### src/hdl/integer_field_formatter_defines.svh
// Assertion helpers for the formatter.
// Both expect signals named clk and rst_n in the calling scope.
`ifndef INTEGER_FIELD_FORMATTER_DEFINES_SVH
`define INTEGER_FIELD_FORMATTER_DEFINES_SVH

// same-cycle implication
`define IFF_AST_IMP(lbl, ante, cons, msg) \
  lbl: assert property (@(posedge clk) disable iff (!rst_n) (ante) |-> (cons)) else $error(msg);

// next-cycle implication
`define IFF_AST_NXT(lbl, ante, cons, msg) \
  lbl: assert property (@(posedge clk) disable iff (!rst_n) (ante) |=> (cons)) else $error(msg);

`endif

### src/hdl/iff_pkg.sv
package iff_pkg;

  // conversion kinds (in_tuser)
  localparam logic [2:0] MODE_SDEC = 3'd0;
  localparam logic [2:0] MODE_UDEC = 3'd1;
  localparam logic [2:0] MODE_LHEX = 3'd2;
  localparam logic [2:0] MODE_UHEX = 3'd3;
  localparam logic [2:0] MODE_PTR  = 3'd4;

  localparam int MODE_W    = 3;
  localparam int VAL_W     = 64;
  localparam int HALF_W    = 32;
  localparam int FW_W      = 6;
  localparam int CHAR_W    = 8;
  localparam int IN_DATA_W = 80;
  localparam int BCD_N     = 10;

  localparam logic [7:0] CH_SPACE = 8'h20;
  localparam logic [7:0] CH_MINUS = 8'h2D;
  localparam logic [7:0] CH_ZERO  = 8'h30;
  localparam logic [7:0] CH_X     = 8'h78;
  localparam logic [7:0] CH_LA    = 8'h61;
  localparam logic [7:0] CH_UA    = 8'h41;

  typedef enum logic [3:0] {
    ST_IDLE, ST_CONV, ST_PLAN, ST_LEAD, ST_SIGN,
    ST_PFX0, ST_PFX1, ST_ZERO, ST_DIG, ST_TRAIL
  } state_t;

  // which run the emitted character belongs to
  typedef enum logic [2:0] {
    EM_LEAD, EM_SIGN, EM_PFX0, EM_PFX1, EM_ZRUN, EM_DIGIT, EM_TRAIL
  } emit_t;

  typedef struct packed {
    logic  load;
    logic  step;
    logic  plan;
    logic  emit;
    emit_t sel;
    logic  last;
  } cmd_t;

  typedef struct packed {
    logic in_mode_ok;
    logic in_dec;
    logic conv_done;
    logic neg;
    logic ptr;
    logic lead_nz;
    logic lead_one;
    logic zero_nz;
    logic zero_one;
    logic trail_nz;
    logic trail_one;
    logic dig_last;
    logic slot_free;
  } sts_t;

endpackage

### src/hdl/iff_dp.sv
module iff_dp #(
  parameter int MAX_PAD = 48
) (
  input  logic                          clk,
  input  logic                          rst_n,
  input  logic [iff_pkg::IN_DATA_W-1:0] in_tdata,
  input  logic [iff_pkg::MODE_W-1:0]    in_tuser,
  input  iff_pkg::cmd_t                 cmd,
  output iff_pkg::sts_t                 sts,
  output logic                          out_tvalid,
  input  logic                          out_tready,
  output logic [iff_pkg::CHAR_W-1:0]    out_tdata,
  output logic                          out_tlast
);
  import iff_pkg::*;

  localparam logic [FW_W-1:0] PAD_MAX = FW_W'(MAX_PAD);

  function automatic logic [FW_W-1:0] pos6(input logic signed [7:0] a);
    pos6 = a[7] ? '0 : a[FW_W-1:0];
  endfunction

  // input word fields
  logic [VAL_W-1:0]  in_value;
  logic              in_la, in_zp, in_hp;
  logic [FW_W-1:0]   in_fw, in_pr;
  logic [HALF_W-1:0] v32, mag32;
  logic              neg_in;

  assign in_value = in_tdata[63:0];
  assign in_la    = in_tdata[64];
  assign in_zp    = in_tdata[65];
  assign in_hp    = in_tdata[66];
  assign in_fw    = in_tdata[72:67];
  assign in_pr    = in_tdata[78:73];
  assign v32      = in_value[HALF_W-1:0];
  assign neg_in   = (in_tuser == MODE_SDEC) && v32[HALF_W-1];
  assign mag32    = neg_in ? (~v32 + 32'd1) : v32;

  logic [VAL_W-1:0]  dig_r, dig_nxt;     // nibble store: hex digits or BCD
  logic [HALF_W-1:0] bin_r, bin_nxt;     // binary shifted out during dabble
  logic [4:0]        bit_r, bit_nxt;
  logic              neg_r, neg_nxt, ptr_r, ptr_nxt, upper_r, upper_nxt;
  logic              la_r, la_nxt, zp_r, zp_nxt, hp_r, hp_nxt;
  logic [FW_W-1:0]   w_r, w_nxt, pr_r, pr_nxt;
  logic [FW_W-1:0]   lead_r, lead_nxt, zero_r, zero_nxt, trail_r, trail_nxt;
  logic [3:0]        idx_r, idx_nxt;
  logic              ovalid_r, ovalid_nxt, olast_r, olast_nxt;
  logic [CHAR_W-1:0] ochar_r, ochar_nxt;

  // double dabble adjust
  logic [4*BCD_N-1:0] adj;
  always_comb begin
    for (int i = 0; i < BCD_N; i++) begin
      adj[4*i +: 4] = (dig_r[4*i +: 4] >= 4'd5) ? dig_r[4*i +: 4] + 4'd3
                                                 : dig_r[4*i +: 4];
    end
  end

  // digit count: highest nonzero nibble, at least one digit
  logic [3:0] top;
  always_comb begin
    top = '0;
    for (int i = 0; i < 16; i++) begin
      if (dig_r[4*i +: 4] != 4'd0) top = 4'(i);
    end
  end

  // run lengths
  logic signed [7:0] wx, px, nx, sx, sp, zr, body;
  always_comb begin
    wx = signed'({2'b00, w_r});
    px = signed'({2'b00, pr_r});
    nx = signed'({4'b0000, top}) + 8'sd1;
    sx = signed'({7'd0, neg_r});
    zr = '0;
    body = '0;
    if (ptr_r) begin
      sp = wx - nx - 8'sd2;
    end else if (hp_r) begin
      zr   = px - nx;
      body = (zr > 8'sd0) ? px : nx;
      sp   = wx - body - sx;
    end else begin
      sp = wx - nx - sx;
      if (zp_r && !la_r) begin
        zr = sp;
        sp = '0;
      end
    end
  end

  logic [3:0]        nib;
  logic [CHAR_W-1:0] dchar;
  assign nib   = dig_r[{idx_r, 2'b00} +: 4];
  assign dchar = (nib < 4'd10) ? CH_ZERO + {4'b0000, nib}
                               : (upper_r ? CH_UA : CH_LA) + {4'b0000, nib} - 8'd10;

  always_comb begin
    dig_nxt   = dig_r;   bin_nxt  = bin_r;   bit_nxt  = bit_r;
    neg_nxt   = neg_r;   ptr_nxt  = ptr_r;   upper_nxt = upper_r;
    la_nxt    = la_r;    zp_nxt   = zp_r;    hp_nxt   = hp_r;
    w_nxt     = w_r;     pr_nxt   = pr_r;
    lead_nxt  = lead_r;  zero_nxt = zero_r;  trail_nxt = trail_r;
    idx_nxt   = idx_r;
    ochar_nxt = ochar_r; olast_nxt = olast_r;
    ovalid_nxt = cmd.emit | (ovalid_r & ~out_tready);

    if (cmd.load) begin
      neg_nxt   = neg_in;
      ptr_nxt   = (in_tuser == MODE_PTR);
      upper_nxt = (in_tuser == MODE_UHEX);
      la_nxt    = in_la;
      zp_nxt    = in_zp;
      hp_nxt    = in_hp;
      w_nxt     = (in_fw > PAD_MAX) ? PAD_MAX : in_fw;
      pr_nxt    = (in_pr > PAD_MAX) ? PAD_MAX : in_pr;
      bit_nxt   = '0;
      bin_nxt   = mag32;
      if (in_tuser == MODE_PTR) dig_nxt = in_value;
      else if (in_tuser == MODE_LHEX || in_tuser == MODE_UHEX) dig_nxt = {32'd0, v32};
      else dig_nxt = '0;
    end

    if (cmd.step) begin
      dig_nxt = {24'd0, adj[4*BCD_N-2:0], bin_r[HALF_W-1]};
      bin_nxt = {bin_r[HALF_W-2:0], 1'b0};
      bit_nxt = bit_r + 5'd1;
    end

    if (cmd.plan) begin
      idx_nxt   = top;
      zero_nxt  = pos6(zr);
      lead_nxt  = la_r ? '0 : pos6(sp);
      trail_nxt = la_r ? pos6(sp) : '0;
    end

    if (cmd.emit) begin
      olast_nxt = cmd.last;
      case (cmd.sel)
        EM_LEAD: begin
          ochar_nxt = CH_SPACE;
          lead_nxt  = lead_r - 6'd1;
        end
        EM_SIGN:  ochar_nxt = CH_MINUS;
        EM_PFX0:  ochar_nxt = CH_ZERO;
        EM_PFX1:  ochar_nxt = CH_X;
        EM_ZRUN: begin
          ochar_nxt = CH_ZERO;
          zero_nxt  = zero_r - 6'd1;
        end
        EM_DIGIT: begin
          ochar_nxt = dchar;
          idx_nxt   = idx_r - 4'd1;
        end
        EM_TRAIL: begin
          ochar_nxt = CH_SPACE;
          trail_nxt = trail_r - 6'd1;
        end
        default:  ochar_nxt = CH_SPACE;
      endcase
    end
  end

  always_ff @(posedge clk) begin
    if (!rst_n) begin
      ovalid_r <= 1'b0;
    end else begin
      ovalid_r <= ovalid_nxt;
    end
  end

  always_ff @(posedge clk) begin
    dig_r   <= dig_nxt;   bin_r   <= bin_nxt;   bit_r   <= bit_nxt;
    neg_r   <= neg_nxt;   ptr_r   <= ptr_nxt;   upper_r <= upper_nxt;
    la_r    <= la_nxt;    zp_r    <= zp_nxt;    hp_r    <= hp_nxt;
    w_r     <= w_nxt;     pr_r    <= pr_nxt;
    lead_r  <= lead_nxt;  zero_r  <= zero_nxt;  trail_r <= trail_nxt;
    idx_r   <= idx_nxt;
    ochar_r <= ochar_nxt; olast_r <= olast_nxt;
  end

  always_comb begin
    sts.in_mode_ok = (in_tuser <= MODE_PTR);
    sts.in_dec     = (in_tuser == MODE_SDEC) || (in_tuser == MODE_UDEC);
    sts.conv_done  = (bit_r == 5'd31);
    sts.neg        = neg_r;
    sts.ptr        = ptr_r;
    sts.lead_nz    = (lead_r != '0);
    sts.lead_one   = (lead_r == 6'd1);
    sts.zero_nz    = (zero_r != '0);
    sts.zero_one   = (zero_r == 6'd1);
    sts.trail_nz   = (trail_r != '0);
    sts.trail_one  = (trail_r == 6'd1);
    sts.dig_last   = (idx_r == 4'd0);
    sts.slot_free  = ~ovalid_r | out_tready;
  end

  assign out_tvalid = ovalid_r;
  assign out_tdata  = ochar_r;
  assign out_tlast  = olast_r;

endmodule

### src/hdl/iff_ctrl.sv
`include "integer_field_formatter_defines.svh"

module iff_ctrl (
  input  logic          clk,
  input  logic          rst_n,
  input  logic          in_tvalid,
  output logic          in_tready,
  input  iff_pkg::sts_t sts,
  output iff_pkg::cmd_t cmd
);
  import iff_pkg::*;

  state_t state_r, state_nxt;
  state_t after_lead, after_sign;

  assign after_sign = sts.zero_nz ? ST_ZERO : ST_DIG;
  assign after_lead = sts.neg ? ST_SIGN : (sts.ptr ? ST_PFX0 : after_sign);

  always_ff @(posedge clk) begin
    if (!rst_n) begin
      state_r <= ST_IDLE;
    end else begin
      state_r <= state_nxt;
    end
  end

  always_comb begin
    state_nxt = state_r;
    in_tready = 1'b0;
    cmd       = '{load: 1'b0, step: 1'b0, plan: 1'b0, emit: 1'b0,
                  sel: EM_LEAD, last: 1'b0};
    unique case (state_r)
      ST_IDLE: begin
        in_tready = 1'b1;
        if (in_tvalid) begin
          cmd.load = 1'b1;
          if (sts.in_mode_ok) state_nxt = sts.in_dec ? ST_CONV : ST_PLAN;
        end
      end
      ST_CONV: begin
        cmd.step = 1'b1;
        if (sts.conv_done) state_nxt = ST_PLAN;
      end
      ST_PLAN: begin
        cmd.plan  = 1'b1;
        state_nxt = ST_LEAD;
      end
      ST_LEAD: begin
        if (!sts.lead_nz) begin
          state_nxt = after_lead;
        end else if (sts.slot_free) begin
          cmd.emit = 1'b1;
          cmd.sel  = EM_LEAD;
          if (sts.lead_one) state_nxt = after_lead;
        end
      end
      ST_SIGN: begin
        if (sts.slot_free) begin
          cmd.emit  = 1'b1;
          cmd.sel   = EM_SIGN;
          state_nxt = after_sign;
        end
      end
      ST_PFX0: begin
        if (sts.slot_free) begin
          cmd.emit  = 1'b1;
          cmd.sel   = EM_PFX0;
          state_nxt = ST_PFX1;
        end
      end
      ST_PFX1: begin
        if (sts.slot_free) begin
          cmd.emit  = 1'b1;
          cmd.sel   = EM_PFX1;
          state_nxt = ST_DIG;
        end
      end
      ST_ZERO: begin
        if (sts.slot_free) begin
          cmd.emit = 1'b1;
          cmd.sel  = EM_ZRUN;
          if (sts.zero_one) state_nxt = ST_DIG;
        end
      end
      ST_DIG: begin
        if (sts.slot_free) begin
          cmd.emit = 1'b1;
          cmd.sel  = EM_DIGIT;
          cmd.last = sts.dig_last & ~sts.trail_nz;
          if (sts.dig_last) state_nxt = sts.trail_nz ? ST_TRAIL : ST_IDLE;
        end
      end
      ST_TRAIL: begin
        if (sts.slot_free) begin
          cmd.emit = 1'b1;
          cmd.sel  = EM_TRAIL;
          cmd.last = sts.trail_one;
          if (sts.trail_one) state_nxt = ST_IDLE;
        end
      end
      default: state_nxt = ST_IDLE;
    endcase
  end

  `IFF_AST_IMP(a_emit_slot, cmd.emit, sts.slot_free, "emit into occupied output slot")
  `IFF_AST_IMP(a_emit_busy, cmd.emit, !in_tready, "emit while taking a new word")
  `IFF_AST_NXT(a_last_idle, cmd.emit && cmd.last, state_r == ST_IDLE, "no idle after last")
  `IFF_AST_NXT(a_conv_plan, state_r == ST_CONV && sts.conv_done, state_r == ST_PLAN,
    "conversion did not end in plan")

endmodule

### src/hdl/integer_field_formatter.sv
// Integer field formatter: one request word in, its text out one character per word.
// Decimal modes first convert the value to BCD by shift-and-add-3; hex and pointer do not.
// A new request is taken only once the last character of the previous field has been issued;
// output stalls hold the sequencer in place.
// Reset: synchronous active-low rst_n clears the sequencer and the output valid.
module integer_field_formatter #(
  parameter int MAX_PAD = 48
) (
  input  logic                          clk,
  input  logic                          rst_n,
  // request channel
  input  logic                          in_tvalid,
  output logic                          in_tready,
  // value[63:0], left_align[64], zero_pad[65], has_precision[66],
  // field_width[72:67], precision[78:73], zero[79]
  input  logic [iff_pkg::IN_DATA_W-1:0] in_tdata,
  // mode[2:0]
  input  logic [iff_pkg::MODE_W-1:0]    in_tuser,
  // character channel
  output logic                          out_tvalid,
  input  logic                          out_tready,
  // out_char[7:0]
  output logic [iff_pkg::CHAR_W-1:0]    out_tdata,
  output logic                          out_tlast
);
  import iff_pkg::*;

  // Controller walks the runs of a field in order:
  // lead spaces, sign, "0x", leading zeros, digits, trailing spaces.
  // Datapath holds the digit store, run counters and the output register.
  cmd_t cmd;
  sts_t sts;

  iff_ctrl u_ctrl (
    .clk       (clk),
    .rst_n     (rst_n),
    .in_tvalid (in_tvalid),
    .in_tready (in_tready),
    .sts       (sts),
    .cmd       (cmd)
  );

  iff_dp #(
    .MAX_PAD (MAX_PAD)
  ) u_dp (
    .clk        (clk),
    .rst_n      (rst_n),
    .in_tdata   (in_tdata),
    .in_tuser   (in_tuser),
    .cmd        (cmd),
    .sts        (sts),
    .out_tvalid (out_tvalid),
    .out_tready (out_tready),
    .out_tdata  (out_tdata),
    .out_tlast  (out_tlast)
  );

endmodule

### config.mk
export PLATFORM = sky130hd
export DESIGN_NAME = integer_field_formatter
export DESIGN_NICKNAME = d
export VERILOG_FILES = /design/src/hdl/iff_pkg.sv /design/src/hdl/iff_dp.sv /design/src/hdl/iff_ctrl.sv /design/src/hdl/integer_field_formatter.sv
export VERILOG_INCLUDE_DIRS = /design/src /design/src/hdl
export SDC_FILE = /design/constraint.sdc
export NUM_CORES = 1
export LEC_CHECK = 0
export BUFFER_PORTS_ARGS = -buffer_cell sky130_fd_sc_hd__clkbuf_2
export CAP_MARGIN = 15
export CORE_MARGIN = 5
export CORE_UTILIZATION = 40
export DETAILED_ROUTE_END_ITERATION = 10
export SLEW_MARGIN = 5
export SYNTH_ARGS = -nofsm -noshare
export SYNTH_HDL_FRONTEND = slang
export SYNTH_SLANG_ARGS = --single-unit
export TNS_END_PERCENT = 20
### constraint.sdc
create_clock -name clk -period 6.9 [get_ports clk]
set_input_delay 0.345 -clock clk [delete_from_list [all_inputs] [get_ports clk]]
set_output_delay 0.345 -clock clk [all_outputs]
set_load 0.1 [all_outputs]
======== Yosys cells after proc, flatten, opt, wreduce, memory -nomap -nowiden ========
Cells that the tools add are included.
storage, ports and cells
  flip-flop bits (word level) ............. 155
  word-level logic and storage cells ...... 234
  input port bits ......................... 87
  output and inout bits ................... 11
cells by class
  eq/ne operators ......................... 37
  shifts and indexed selects .............. 1
  magnitude comparators ................... 15
  reductions and logical operators ........ 30
  multiplexer cells ....................... 96
  bitwise logic cells ..................... 8
  add/sub/neg operators ................... 26
operators with widths
  kind                                                                number
  two-way mux 4 bit                                                   45
  two-way mux 32 bit                                                  4
  two-way mux 6 bit                                                   14
  two-way mux 40 bit                                                  2
  two-way mux 64 bit                                                  1
  two-way mux 8 bit                                                   8
  indexed part select 64 x 7 -> 4 bit                                 1
  nonzero test 4 bit                                                  15
  greater-or-equal comparator 4 x 3 -> 1 bit (second input constant)  10
  one-hot mux 4 bit (10 select lines)                                 1
  adder 4 x 2 -> 4 bit (second input constant)                        9
  adder 32 x 1 -> 32 bit (second input constant)                      1
  inverter 32 bit                                                     1
  one-hot mux 8 bit (4 select lines)                                  1
  one-hot mux 4 bit (7 select lines)                                  1
  subtractor 7 x 8 -> 8 bit                                           3
  two-way mux 5 bit                                                   4
  != test 2 bit (second input constant)                               10
  == test 6 x 1 -> 1 bit (second input constant)                      3
  nonzero test 6 bit                                                  3
  subtractor 6 x 1 -> 6 bit (second input constant)                   3
  == test 4 x 3 -> 1 bit (second input constant)                      4
  subtractor 8 x 2 -> 8 bit                                           2
  two-way mux 3 bit                                                   5
  other kinds (35)                                                    62

======== Logic depth before layout (Yosys ltp) ========
Gate-level depths: netlist of the first run.
  word-level depth ........................ 29
  mapped depth ............................ 33
  depth with buffers taken out ............ 33

======== Cells and area by module ========
From an unflattened synthesis of the first run, not the netlist that was laid out.
second synthesis, totals
  cells, all modules ...................... 1,154
  area, all modules ....................... 10,841.6 sq um
modules (own cells, without submodules)
  module    times used  area each (sq um)  cells each  seq. area each (sq um)
  iff_dp    1           10,254.8           1,079       4,023.9
  iff_ctrl  1           586.8              75          80.1

======== Worst setup path before layout of the first run ========
OpenSTA, ideal clock, no wires.
  path kind ............................... register to register
  start ................................... register u_dp.dig_r[36]
  end ..................................... register u_dp.lead_r[0]
  setup time .............................. 0.129 ns
  arrival time ............................ 7.033 ns
  clock period less this slack ............ 7.162 ns
  slack ................................... -0.262 ns
  buffers on the path ..................... 0
  stages on the path, launching flop included .. 34
  path through ............................ edfxtp_1 > inv_1 > ha_1 > or3b_2 > o21bai_1 > a31oi_1 > nor2_1 > o21ai_0 > a21oi_1 > nor2_1 > mux2_2 > inv_1 > ha_1 > a21oi_1 > inv_1 > maj3_1 > a21o_1 > a21o_1 > maj3_2 > mux2_4 > fa_1 > inv_1 > ha_1 > o21ai_0 > a31oi_1 > o21ai_0 > a21boi_0 > o21ai_0 > nand4b_1 > a222oi_1 > a32oi_2 > and2_1 > a221oi_1 > a21oi_1
between the ends
  word-level cells in the longest chain between the ends .. 21
RTL lines
  element                              RTL line       text
  from (decl)                          iff_dp.sv:40   logic [VAL_W-1:0] dig_r, dig_nxt;
  from (signal assigned)               iff_dp.sv:174  dig_r <= dig_nxt; bin_r <= bin_nxt; bit_r <= bit_nxt;
  nonzero test 4 bit (*)               iff_dp.sv:65   if (dig_r[4*i +: 4] != 4'd0) top = 4'(i);
  two-way mux 4 bit (*) (7 in series)  iff_dp.sv:65
  adder 4 x 1 -> 5 bit (*)             iff_dp.sv:74   nx = signed'({4'b0000, top}) + 8'sd1;
  subtractor 7 x 8 -> 8 bit            iff_dp.sv:81   zr = px - nx;
  > comparator 8 x 1 -> 1 bit          iff_dp.sv:82   body = (zr > 8'sd0) ? px : nx;
  two-way mux 8 bit                    iff_dp.sv:82
  subtractor 7 x 8 -> 8 bit            iff_dp.sv:83   sp = wx - body - sx;
  subtractor 8 x 2 -> 8 bit            iff_dp.sv:83
  two-way mux 8 bit                    iff_dp.sv:80   end else if (hp_r) begin
  two-way mux 8 bit (*)                iff_dp.sv:78   if (ptr_r) begin
  two-way mux 6 bit (*)                iff_dp.sv:20   pos6 = a[7] ? '0 : a[FW_W-1:0];
  two-way mux 6 bit (*)                iff_dp.sv:134  lead_nxt = la_r ? '0 : pos6(sp);
  two-way mux 6 bit (*)                iff_dp.sv:131  if (cmd.plan) begin
  two-way mux 6 bit                    iff_dp.sv:140  case (cmd.sel)
  two-way mux 6 bit (*)                iff_dp.sv:138  if (cmd.emit) begin
  named net u_dp.lead_nxt[0]           iff_dp.sv:46   logic [FW_W-1:0] lead_r, lead_nxt, zero_r, zero_nxt, trail_r, trail_nxt;
  to (signal assigned)                 iff_dp.sv:178  lead_r <= lead_nxt; zero_r <= zero_nxt; trail_r <= trail_nxt;
  to (decl)                            iff_dp.sv:46
The timed path passes the listed nets; every way through them passes the cells marked *.
A chain may end at the register's enable or synchronous reset.

======== Final worst setup path of the first run ========
  start ................................... register u_dp.dig_r[37]
  end ..................................... register u_dp.lead_r[0]
The elaborated chain is that of the path after synthesis.

==> flow_summary.ini, run 1 <==
[die]
core.rowCount = 59
pin_count = 98
initial_util_pct = 40.4
fp.coreArea_um2 = 25900
fp.dieW_um = 172
die_area_um2 = 29500
die_height_um = 172

[setup_path]
timing.critical_path.from_type = flop
critical_path_end_type = flop
path_buf_inv = 4
path_delay_family = compound AO/OA/AOI/OAI gates
required_arrival_time_at_the_worst_endpoint_ns = 7.20
worst-endpoint-arrival_ns = 7.11
worst-path-max-fanout = 4
critPathMaxStageDelay_ns = 0.56
crit_slowest_cell = sky130_fd_sc_hd__fa_1
critical_path.most_common_cell = sky130_fd_sc_hd__o21ai_1
criticalPathCategory = reg -> reg

[synth]
synth_largest_area_cell = sky130_fd_sc_hd__edfxtp_1
synth.ff_latch_count = 154
synthTopCellsByCount = 131 x sky130_fd_sc_hd__nand2_1, 124 x sky130_fd_sc_hd__o21ai_0, 102 x sky130_fd_sc_hd__edfxtp_1
synth-edff-count = 102
synth_area_leaders = sky130_fd_sc_hd__edfxtp_1 29%, sky130_fd_sc_hd__dfxtp_1 9.9%, sky130_fd_sc_hd__ha_1 6.5%, sky130_fd_sc_hd__o21ai_0 5.9%, sky130_fd_sc_hd__nand2_1 4.7%
syn_area_per_cell_um2 = 9.10
cells_after_synth = 1150
synth_fp_nets = 1295
synthArstFlopShare_pct = 0
synthFlopType = sky130_fd_sc_hd__edfxtp_1
synth_warnings = 0
yosysTopAreaCellShare_pct = 29.3
distinct_cell_type_count_of_the_synthesized_netlist = 88
mappedNetlistArea_um2 = 10500
synth_most_common_cell = sky130_fd_sc_hd__nand2_1
synth_seq_area_share_pct = 39.2

[route]
initialDrtViolationCount = 722
drc = 0
avgRoutedWirePerCell_um = 17.6
detailedRoute.firstPassIterationCount = 5
route.antenna.remaining_nets = 0
route.final.wire_length_um = 28800
detail_route.vias_per_cell = 5.60
vias = 9171

[finish]
antenna_cells_inserted = 0
multi_input_comb_area_um2 = 6080
n_fill_cell = 2458
signed_area_change_from_the_synthesized_netlist_to_the_final_layout_pct = 19.7
final_cell_count_no_fill = 1638
design.final.nets = 1435
post_route_cells_drive_above_1_share_pct = 22.3
area.sequential_um2 = 4100

[placement]
dp.cells = 1597
portBuffers = 95
dp_hpwl_um = 21200
place.gp.congestion = 0.869

[sta]
rsz0062_at_grt = yes
final_period_minus_worst_setup_slack_ns = 6.80
final_hold_viols = 0
period_share_pct = 98.6
number_of_pins_with_negative_max_slew_slack_in_the_final_report = 0
finalSetupViolCount = 0
worst_max_slew_pin_slew_ns = 1.03
max_slew_margin_pct = 31.5
finalSetupTns_ns = 0
clock_tree_skew_after_final_layout_ns = 0.0177
fmax_ghz = 0.147

[global_routing]
grtUsageMet2_pct = 33.3
global_route.usage.met1_pct = 25.6
grt.total_usage_pct = 19.5
vias_in_the_first_global_route = 8884
number_of_antenna_violations_at_the_first_check_in_global_routing = 0
globalRouteOverflowTotal = 0
grt.met3_usage_pct = 3.24
busiest_layer = met2
grt_first_pass_wirelength_um = 45900
maximum_number_of_pins_on_one_net_before_global_route_repair = 45

[cts]
clk_path_buf_depth = 2
tritoncts_num_sinks = 154
tritoncts = done
post_cts_hold_buffers = 0
cts_buffers = 17
htree_num_levels = 4
cts.root.buffer_cell = sky130_fd_sc_hd__clkbuf_16
worst_skew_pair.late_latency_ns = 0.45
clk_transition_reported_paths_ns = 0.08

[job]
drv.max_cap_violation_count = 0

[power_and_ir_drop]
power.density_cell_area_nw_per_um2 = 582
cellLeakagePower_nw = 4.93
post-layout-total-power_mw = 7.29
power.ir.vdd_worst_uv = 324

[min_path]
hold_path.class = in -> reg

[outcome]
run_status = completed
state kept, by name, summed over array words and instances (netlist names), 4 cells and up:
signal / count
u_dp.dig_r: 64
u_dp.pr_r: 6
u_dp.w_r: 6
u_dp.trail_r: 6
u_dp.lead_r: 6
u_dp.idx_r: 4
u_dp.zero_r: 6
u_ctrl.state_r: 4
u_dp.bin_r: 32
u_dp.out_tdata: 7
u_dp.bit_r: 5
placed cells by master, fill, tap and decap left out, types with 7 or more instances in the layout:
cell	instances
sky130_fd_sc_hd__nand2_1	131
sky130_fd_sc_hd__clkbuf_2	95
sky130_fd_sc_hd__mux2i_1	17
sky130_fd_sc_hd__xnor2_1	41
sky130_fd_sc_hd__nand3_1	12
sky130_fd_sc_hd__nor4_1	9
sky130_fd_sc_hd__or3_1	9
sky130_fd_sc_hd__inv_2	8
sky130_fd_sc_hd__o21ai_0	120
sky130_fd_sc_hd__mux4_2	8
sky130_fd_sc_hd__inv_1	59
sky130_fd_sc_hd__a22oi_1	7
sky130_fd_sc_hd__dfxtp_1	52
sky130_fd_sc_hd__a21oi_1	75
sky130_fd_sc_hd__nor3_1	16
sky130_fd_sc_hd__xor2_1	28
sky130_fd_sc_hd__and2_1	13
sky130_fd_sc_hd__o221ai_1	12
sky130_fd_sc_hd__nor3b_1	17
sky130_fd_sc_hd__a22o_1	24
sky130_fd_sc_hd__nor2_1	87
sky130_fd_sc_hd__nand4_1	10
sky130_fd_sc_hd__a31oi_1	10
sky130_fd_sc_hd__o22ai_1	7
sky130_fd_sc_hd__edfxtp_1	102
sky130_fd_sc_hd__clkbuf_16	17
sky130_fd_sc_hd__nand2b_1	21
sky130_fd_sc_hd__o31ai_1	14
sky130_fd_sc_hd__a21o_1	7
sky130_fd_sc_hd__nor2b_1	7
sky130_fd_sc_hd__buf_4	76
sky130_fd_sc_hd__ha_1	47
worst reg2reg max path: cells and delay by family, from the launching register on:
kind            cells  cell delay (ns)
simple gates        6             1.05
mux                 2             0.48
fa+ha+maj           7             2.03
flops               1             0.41
compound gates     14             2.36
buf+inv             4             0.33
path summary, 6_finish.rpt:
kind | startpoint | endpoint | slack (ns) | cells past startpoint
min reg2reg | u_dp.bin_r[0] | u_dp.bin_r[0] | 0.46 | 2
min | in_tdata[66] | u_dp.hp_r | 0.08 | 1
max | u_dp.dig_r[37] | u_dp.lead_r[0] | 0.1 | 33
max reg2reg | u_dp.dig_r[37] | u_dp.lead_r[0] | 0.1 | 33
metrics by stage:
step	cell area [um2]	setup WS, ns	util, %	hold slack [ns]
after global routing	12500	-0.268	48.4	0.0760
after CTS	12300	0.00165	47.5	0.0649
final	12500	0.0973	48.4	0.0770
after global placement	11700	0.0606	45.0	0.449
after floorplan	10500	0.00937	-	0.437
after detailed placement	11700	-0.164	45.0	0.455
area by class of cell:
type / instances / area share (%)
clock inverter: 15 / 1.41
sequential: 154 / 32.8
timing repair buffer: 172 / 8.44
inverter: 70 / 2.14
multi-input combinational: 875 / 48.5
tap: 335 / 3.35
clock buffer: 17 / 3.40
power breakdown:
| group | internal, mW | leakage (nW) | switching [mW] |
|---|---|---|---|
| Clock | 0.488 | 0.286 | 0.472 |
| Combinational | 1.94 | 3.22 | 2.61 |
| Sequential | 1.47 | 1.43 | 0.306 |
layer usage:
layer | vias to the layer above | share of wire, %
li1 | 4481 | -
met1 | 4417 | 45
met2 | 237 | 49
met3 | 36 | 4.6
met4 | 0 | 1.7
met5 | - | 0
kinds of logic (layout without fill, tap and decap cells):
family | after synthesis | in the layout | synth area share (%)
multiplexers | 33 | 33 | 4.32
AND/OR/NAND/NOR | 370 | 370 | 17.3
AO/OA/AOI/OAI | 339 | 339 | 20.6
flip-flops | 154 | 154 | 39.2
adder cells (fa/ha/maj) | 62 | 62 | 7.64
XOR/XNOR | 70 | 70 | 6.04
other | 1 | 1 | 0.0358
buffers and inverters | 121 | 274 | 4.88
repair_timing:
| item | CTS | global route |
|---|---|---|
| endpoints found under the hold margin | 0 | 0 |
| resized for setup | 8 | 40 |
| pin swaps | 3 | 24 |
| endpoints found under the setup margin | 12 | 12 |
| setup buffers | 0 | 10 |
Note: power is estimated with default switching activity, not from simulation.
==> inputs of run 2 (changes only) <==
==> constraint.sdc (replaced) <==
create_clock -name clk -period 6.9 [get_ports clk]
set_input_delay 1.38 -clock clk [delete_from_list [all_inputs] [get_ports clk]]
set_output_delay 1.38 -clock clk [all_outputs]
set_load 0.1 [all_outputs]
==> flow_summary.ini, run 2 (synthesis gave the netlist of run 1 again) <==
[route]
initialDrtViolationCount = 685
route.final.wire_length_um = 28000
vias = 9139
detailedRoute.firstPassIterationCount = 5
avgRoutedWirePerCell_um = 16.9
drc = 0
route.antenna.remaining_nets = 0
detail_route.vias_per_cell = 5.52

[placement]
portBuffers = 95
dp.cells = 1616
dp_hpwl_um = 20900
place.gp.congestion = 0.882
post-place-ws_ns = -0.112

[global_routing]
number_of_antenna_violations_at_the_first_check_in_global_routing = 0
grt_first_pass_wirelength_um = 45100
vias_in_the_first_global_route = 8725
grt.total_usage_pct = 19.1
maximum_number_of_pins_on_one_net_before_global_route_repair = 44
globalRouteOverflowTotal = 0

[cts]
clk_path_buf_depth = 2
htree_num_levels = 4
clk_transition_reported_paths_ns = 0.08
tritoncts = done
cts.root.buffer_cell = sky130_fd_sc_hd__clkbuf_16
tritoncts_num_sinks = 154
cts_buffers = 17
worst_skew_pair.late_latency_ns = 0.44
post_cts_hold_buffers = 0

[power_and_ir_drop]
clock_power_share_pct = 12.9
p_seq_share_pct = 23.7
cellLeakagePower_nw = 5.03
power.ir.vdd_worst_uv = 330
power_switching_mw = 3.36
share_of_total_power_in_combinational_logic_pct = 63.4
power.density_cell_area_nw_per_um2 = 580
p_sw_share_pct = 45.6
intPower_mw = 4.00

[setup_path]
critical_path_end_type = flop
crit_slowest_cell = sky130_fd_sc_hd__fa_1
path_delay_family = compound AO/OA/AOI/OAI gates
reg2reg_setup_slack_ns = 0.14
path_buf_inv = 4
worst-path-max-fanout = 3
criticalPathCategory = reg -> reg
worst-endpoint-arrival_ns = 7.06
timing.critical_path.from_type = flop
timing.reg2reg.worst_path_depth = 33
required_arrival_time_at_the_worst_endpoint_ns = 7.19
reg2reg_from = u_dp.dig_r[37]
reg2reg_to = u_dp.lead_r[0]
critPathMaxStageDelay_ns = 0.57

[min_path]
hold_path.class = reg -> reg
holdPathEnd = u_dp.bin_r[0]
holdPathStages = 2
worstHoldStart = u_dp.bin_r[0]

[sta]
clock_tree_skew_after_final_layout_ns = 0.0184
layout_setup_ws_ns = 0.137
max_slew_margin_pct = 34.8
hold-worst-slack_ns = 0.472
finalSetupViolCount = 0
final_period_minus_worst_setup_slack_ns = 6.76
period_share_pct = 98.0
finalSetupTns_ns = 0
number_of_pins_with_negative_max_slew_slack_in_the_final_report = 0
fmax_ghz = 0.148
rsz0062_at_grt = yes
worst_max_slew_pin_slew_ns = 0.974
final_hold_viols = 0

[die]
pin_count = 98
fp.coreArea_um2 = 25900
core.rowCount = 59
die_area_um2 = 29500
initial_util_pct = 40.4
die_height_um = 172
fp.dieW_um = 172

[job]
drv.max_cap_violation_count = 0

[finish]
post_route_cells_drive_above_1_share_pct = 23.5
layout.cells.most_common = sky130_fd_sc_hd__nand2_1
signed_area_change_from_the_synthesized_netlist_to_the_final_layout_pct = 21.1
multi_input_comb_area_um2 = 6080
antenna_cells_inserted = 0
n_fill_cell = 2485
design.final.nets = 1453
final_cell_count_no_fill = 1656
largest-register = u_dp.dig_r
layout.cells.most_common_list = 131 x sky130_fd_sc_hd__nand2_1, 120 x sky130_fd_sc_hd__o21ai_0, 102 x sky130_fd_sc_hd__edfxtp_1
area.sequential_um2 = 4100
largest_register_ffs = 64

[outcome]
run_status = completed
## run 2: per-stage QoR
step / power (mW) / utilization, % / area (um2)
6_report: 7.36 / 48.9 / 12700
5_1_grt: 7.97 / 48.9 / 12700
4_1_cts: 7.13 / 48.1 / 12500
3_5_place_dp: 6.12 / 45.6 / 11800
3_3_place_gp: 6.07 / 45.6 / 11800
2_1_floorplan: 4.80 / - / 10500
## run 2: power groups by stage
stage / registers [mW] / clock network [mW] / logic [mW]
6_report: 1.74 / 0.949 / 4.66
5_1_grt: 1.79 / 1.01 / 5.17
4_1_cts: 1.73 / 0.964 / 4.44
3_5_place_dp: 1.74 / 0 / 4.38
3_3_place_gp: 1.74 / 0 / 4.33
2_1_floorplan: 1.74 / 0 / 3.05
## run 2: final cells by class
class	instances	share of cell area [%]
Sequential cell	154	32.4
Tap cell	335	3.31
Timing Repair Buffer	190	9.54
Multi-Input combinational cell	875	48.0
Clock inverter	15	1.32
Inverter	70	2.09
Clock buffer	17	3.36
## run 2: repair_timing
item	in CTS	in global routing
pin swaps	3	27
endpoints found under the setup margin	12	12
gates resized for setup	8	42
setup buffers	2	7
endpoints found under the hold margin	0	0
## run 2: worst register-to-register path: cells and delay by family (launching register included)
kind                       cells  cell delay [ns]
AOI/OAI and AO/OA             14             2.29
adders and majority gates      6             1.77
and+or+nand+nor                6             1.02
muxes                          3             0.82
DFF                            1             0.41
buffers and inverters          4             0.30
## run 2: routing by layer
layer	vias up	GRT usage (%)	share of wire [%]
met3	27	3.65	5.3
met5	-	0	0
met1	4353	26.1	46
met4	0	4.92	1.8
li1	4523	-	-
met2	236	31.4	47
## run 2: how the worst max path moves through the flow
stage              startpoint        endpoint  slack [ns]  depth (start not counted)
3_3_place_gp   u_dp.dig_r[12]  u_dp.lead_r[1]       -0.01                         34
6_report       u_dp.dig_r[37]  u_dp.lead_r[0]        0.14                         33
5_1_grt        u_dp.dig_r[33]  u_dp.lead_r[0]       -0.35                         33
3_5_place_dp   u_dp.dig_r[12]  u_dp.lead_r[1]       -0.11                         34
4_1_cts        u_dp.dig_r[28]  u_dp.lead_r[1]        0.04                         32
2_1_floorplan  u_dp.dig_r[32]  u_dp.lead_r[0]       0.009                         33
==> inputs of run 3 (changes only) <==
Settings changed: CELL_PAD_IN_SITES_DETAIL_PLACEMENT set to 1, CELL_PAD_IN_SITES_GLOBAL_PLACEMENT set to 2, CORE_UTILIZATION 40 to 35, CTS_BUF_LIST set to sky130_fd_sc_hd__clkbuf_4 sky130_fd_sc_hd__clkbuf_8, PLACE_DENSITY_LB_ADDON set to 0.1.
==> flow_summary.ini, run 3 (synthesis gave the netlist of run 1 again) <==
[sta]
finalSetupViolCount = 0
fmax_ghz = 0.146
worst_max_slew_pin_slew_ns = 1.15
clock_tree_skew_after_final_layout_ns = 0.0205
rsz0062_at_grt = yes
hold-worst-slack_ns = 0.468
final_period_minus_worst_setup_slack_ns = 6.83
max_slew_margin_pct = 23.2
period_share_pct = 99.0
number_of_pins_with_negative_max_slew_slack_in_the_final_report = 0
finalSetupTns_ns = 0
final_hold_viols = 0

[finish]
largest_register_ffs = 64
area.sequential_um2 = 4100
post-route-util_pct = 43.2
antenna_cells_inserted = 0
post_route_cells_drive_above_1_share_pct = 25.4
stdcell_area_um2 = 12800
multi_input_comb_area_um2 = 6090
design.final.nets = 1482
layout.cells.most_common_list = 131 x sky130_fd_sc_hd__nand2_1, 122 x sky130_fd_sc_hd__buf_4, 120 x sky130_fd_sc_hd__o21ai_0
signed_area_change_from_the_synthesized_netlist_to_the_final_layout_pct = 22.1
largest-register = u_dp.dig_r
n_fill_cell = 3486
layout.cells.most_common = sky130_fd_sc_hd__nand2_1

[power_and_ir_drop]
power.ir.vdd_worst_uv = 249
power.density_cell_area_nw_per_um2 = 588
cellLeakagePower_nw = 5.09
post-layout-total-power_mw = 7.51

[route]
vias = 9269
drc = 0
avgRoutedWirePerCell_um = 18.8
route.antenna.remaining_nets = 0
detailedRoute.firstPassIterationCount = 5
initialDrtViolationCount = 384
route.final.wire_length_um = 32800
detail_route.vias_per_cell = 5.33

[min_path]
holdPathStages = 2
holdPathEnd = u_dp.bin_r[0]
hold_path.class = reg -> reg
worstHoldStart = u_dp.bin_r[0]

[setup_path]
timing.reg2reg.worst_path_depth = 35
reg2reg_setup_slack_ns = 0.07
required_arrival_time_at_the_worst_endpoint_ns = 7.23
worst-endpoint-arrival_ns = 7.16
worst-path-max-fanout = 3
critical_path_end_type = flop
timing.critical_path.from_type = flop
crit_slowest_cell = sky130_fd_sc_hd__fa_1
criticalPathCategory = reg -> reg
reg2reg_from = u_dp.dig_r[33]
reg2reg_to = u_dp.lead_r[0]
critPathMaxStageDelay_ns = 0.56
path_buf_inv = 6
path_delay_family = compound AO/OA/AOI/OAI gates

[die]
initial_util_pct = 35.4
pin_count = 98
die_height_um = 183
core.rowCount = 63
die_area_um2 = 33500
fp.dieW_um = 183
fp.coreArea_um2 = 29600

[cts]
cts.root.buffer_cell = sky130_fd_sc_hd__clkbuf_8
cts_buffers = 17
clk_path_buf_depth = 2
tritoncts = done
clk_transition_reported_paths_ns = 0.12
tritoncts_num_sinks = 154
post_cts_hold_buffers = 0
htree_num_levels = 4
worst_skew_pair.late_latency_ns = 0.48

[placement]
portBuffers = 95
place.gp.congestion = 0.814
placed_area_um2 = 12000
dp_hpwl_um = 24500

[global_routing]
grt.total_usage_pct = 19.3
maximum_number_of_pins_on_one_net_before_global_route_repair = 77
globalRouteOverflowTotal = 0
number_of_antenna_violations_at_the_first_check_in_global_routing = 0
vias_in_the_first_global_route = 9700
grt_first_pass_wirelength_um = 51700

[outcome]
run_status = completed

[job]
drv.max_cap_violation_count = 0
run 3: changes by cell type in the layout (fill, tap and decap cells not counted), moves of 2 or more:
cell                        change
sky130_fd_sc_hd__a31oi_2        +2
sky130_fd_sc_hd__a31oi_1        -2
sky130_fd_sc_hd__inv_6          +3
sky130_fd_sc_hd__buf_4         +30
sky130_fd_sc_hd__inv_8          -4
sky130_fd_sc_hd__bufinv_16      +2
sky130_fd_sc_hd__clkinv_8       -2
sky130_fd_sc_hd__clkbuf_16     -17
sky130_fd_sc_hd__clkbuf_8      +17
sky130_fd_sc_hd__o21ai_1        -2
sky130_fd_sc_hd__o21ai_2        +2
run 3: area by class of cell:
| class | instances | share of cell area (%) |
|---|---|---|
| Multi-Input combinational cell | 875 | 47.7 |
| Sequential cell | 154 | 32.1 |
| Timing Repair Buffer | 219 | 11.1 |
| Tap cell | 390 | 3.82 |
| Clock buffer | 17 | 1.83 |
| Inverter | 70 | 2.08 |
| Clock inverter | 15 | 1.41 |
run 3: worst max-delay path by stage:
| stage | cells after the start | slack, ns | to | from |
|---|---|---|---|---|
| 3_5_place_dp | 33 | -0.31 | u_dp.lead_r[5] | u_dp.dig_r[25] |
| 5_1_grt | 35 | -0.34 | u_dp.lead_r[0] | u_dp.dig_r[32] |
| 2_1_floorplan | 33 | 0.009 | u_dp.lead_r[0] | u_dp.dig_r[32] |
| 3_3_place_gp | 33 | -0.18 | u_dp.lead_r[1] | u_dp.dig_r[24] |
| 4_1_cts | 33 | 0.009 | u_dp.lead_r[0] | u_dp.dig_r[37] |
| 6_report | 35 | 0.07 | u_dp.lead_r[0] | u_dp.dig_r[33] |
run 3: routing by layer:
layer  part of all wire (%)  global-route usage, %  wire, um  vias to the layer above
li1                       -                      -         -                     4572
met1                     43                   23.2     14100                     4562
met2                     53                   36.2     17400                       99
met3                    2.0                   2.68       649                       36
met4                    1.7                   4.98       565                        0
met5                      0                      0         0                        -
run 3: worst min-delay path: stages (launching register included):
cell and delay [ns]:
sky130_fd_sc_hd__dfxtp_1 0.33, sky130_fd_sc_hd__nand2_1 0.05, sky130_fd_sc_hd__a21oi_1 0.05
run 3: what timing repair did:
action / in CTS / in global routing
buffers inserted: 3 / 17
resized for setup: 18 / 35
setup endpoints to repair: 12 / 12
pin swaps: 11 / 25
run 3: report_power, final:
| group | switching, mW | total [mW] | internal [mW] |
|---|---|---|---|
| Clock | 0.431 | 0.767 | 0.336 |
| Combinational | 2.79 | 5.00 | 2.20 |
| Sequential | 0.276 | 1.75 | 1.47 |
run 3: stage by stage:
stage                     instances  setup slack [ns]
after floorplan                1150           0.00937
after global placement         1687            -0.180
after detailed placement       1687            -0.311
after CTS                      1722           0.00908
after global routing           1740            -0.344
final                          1740            0.0680
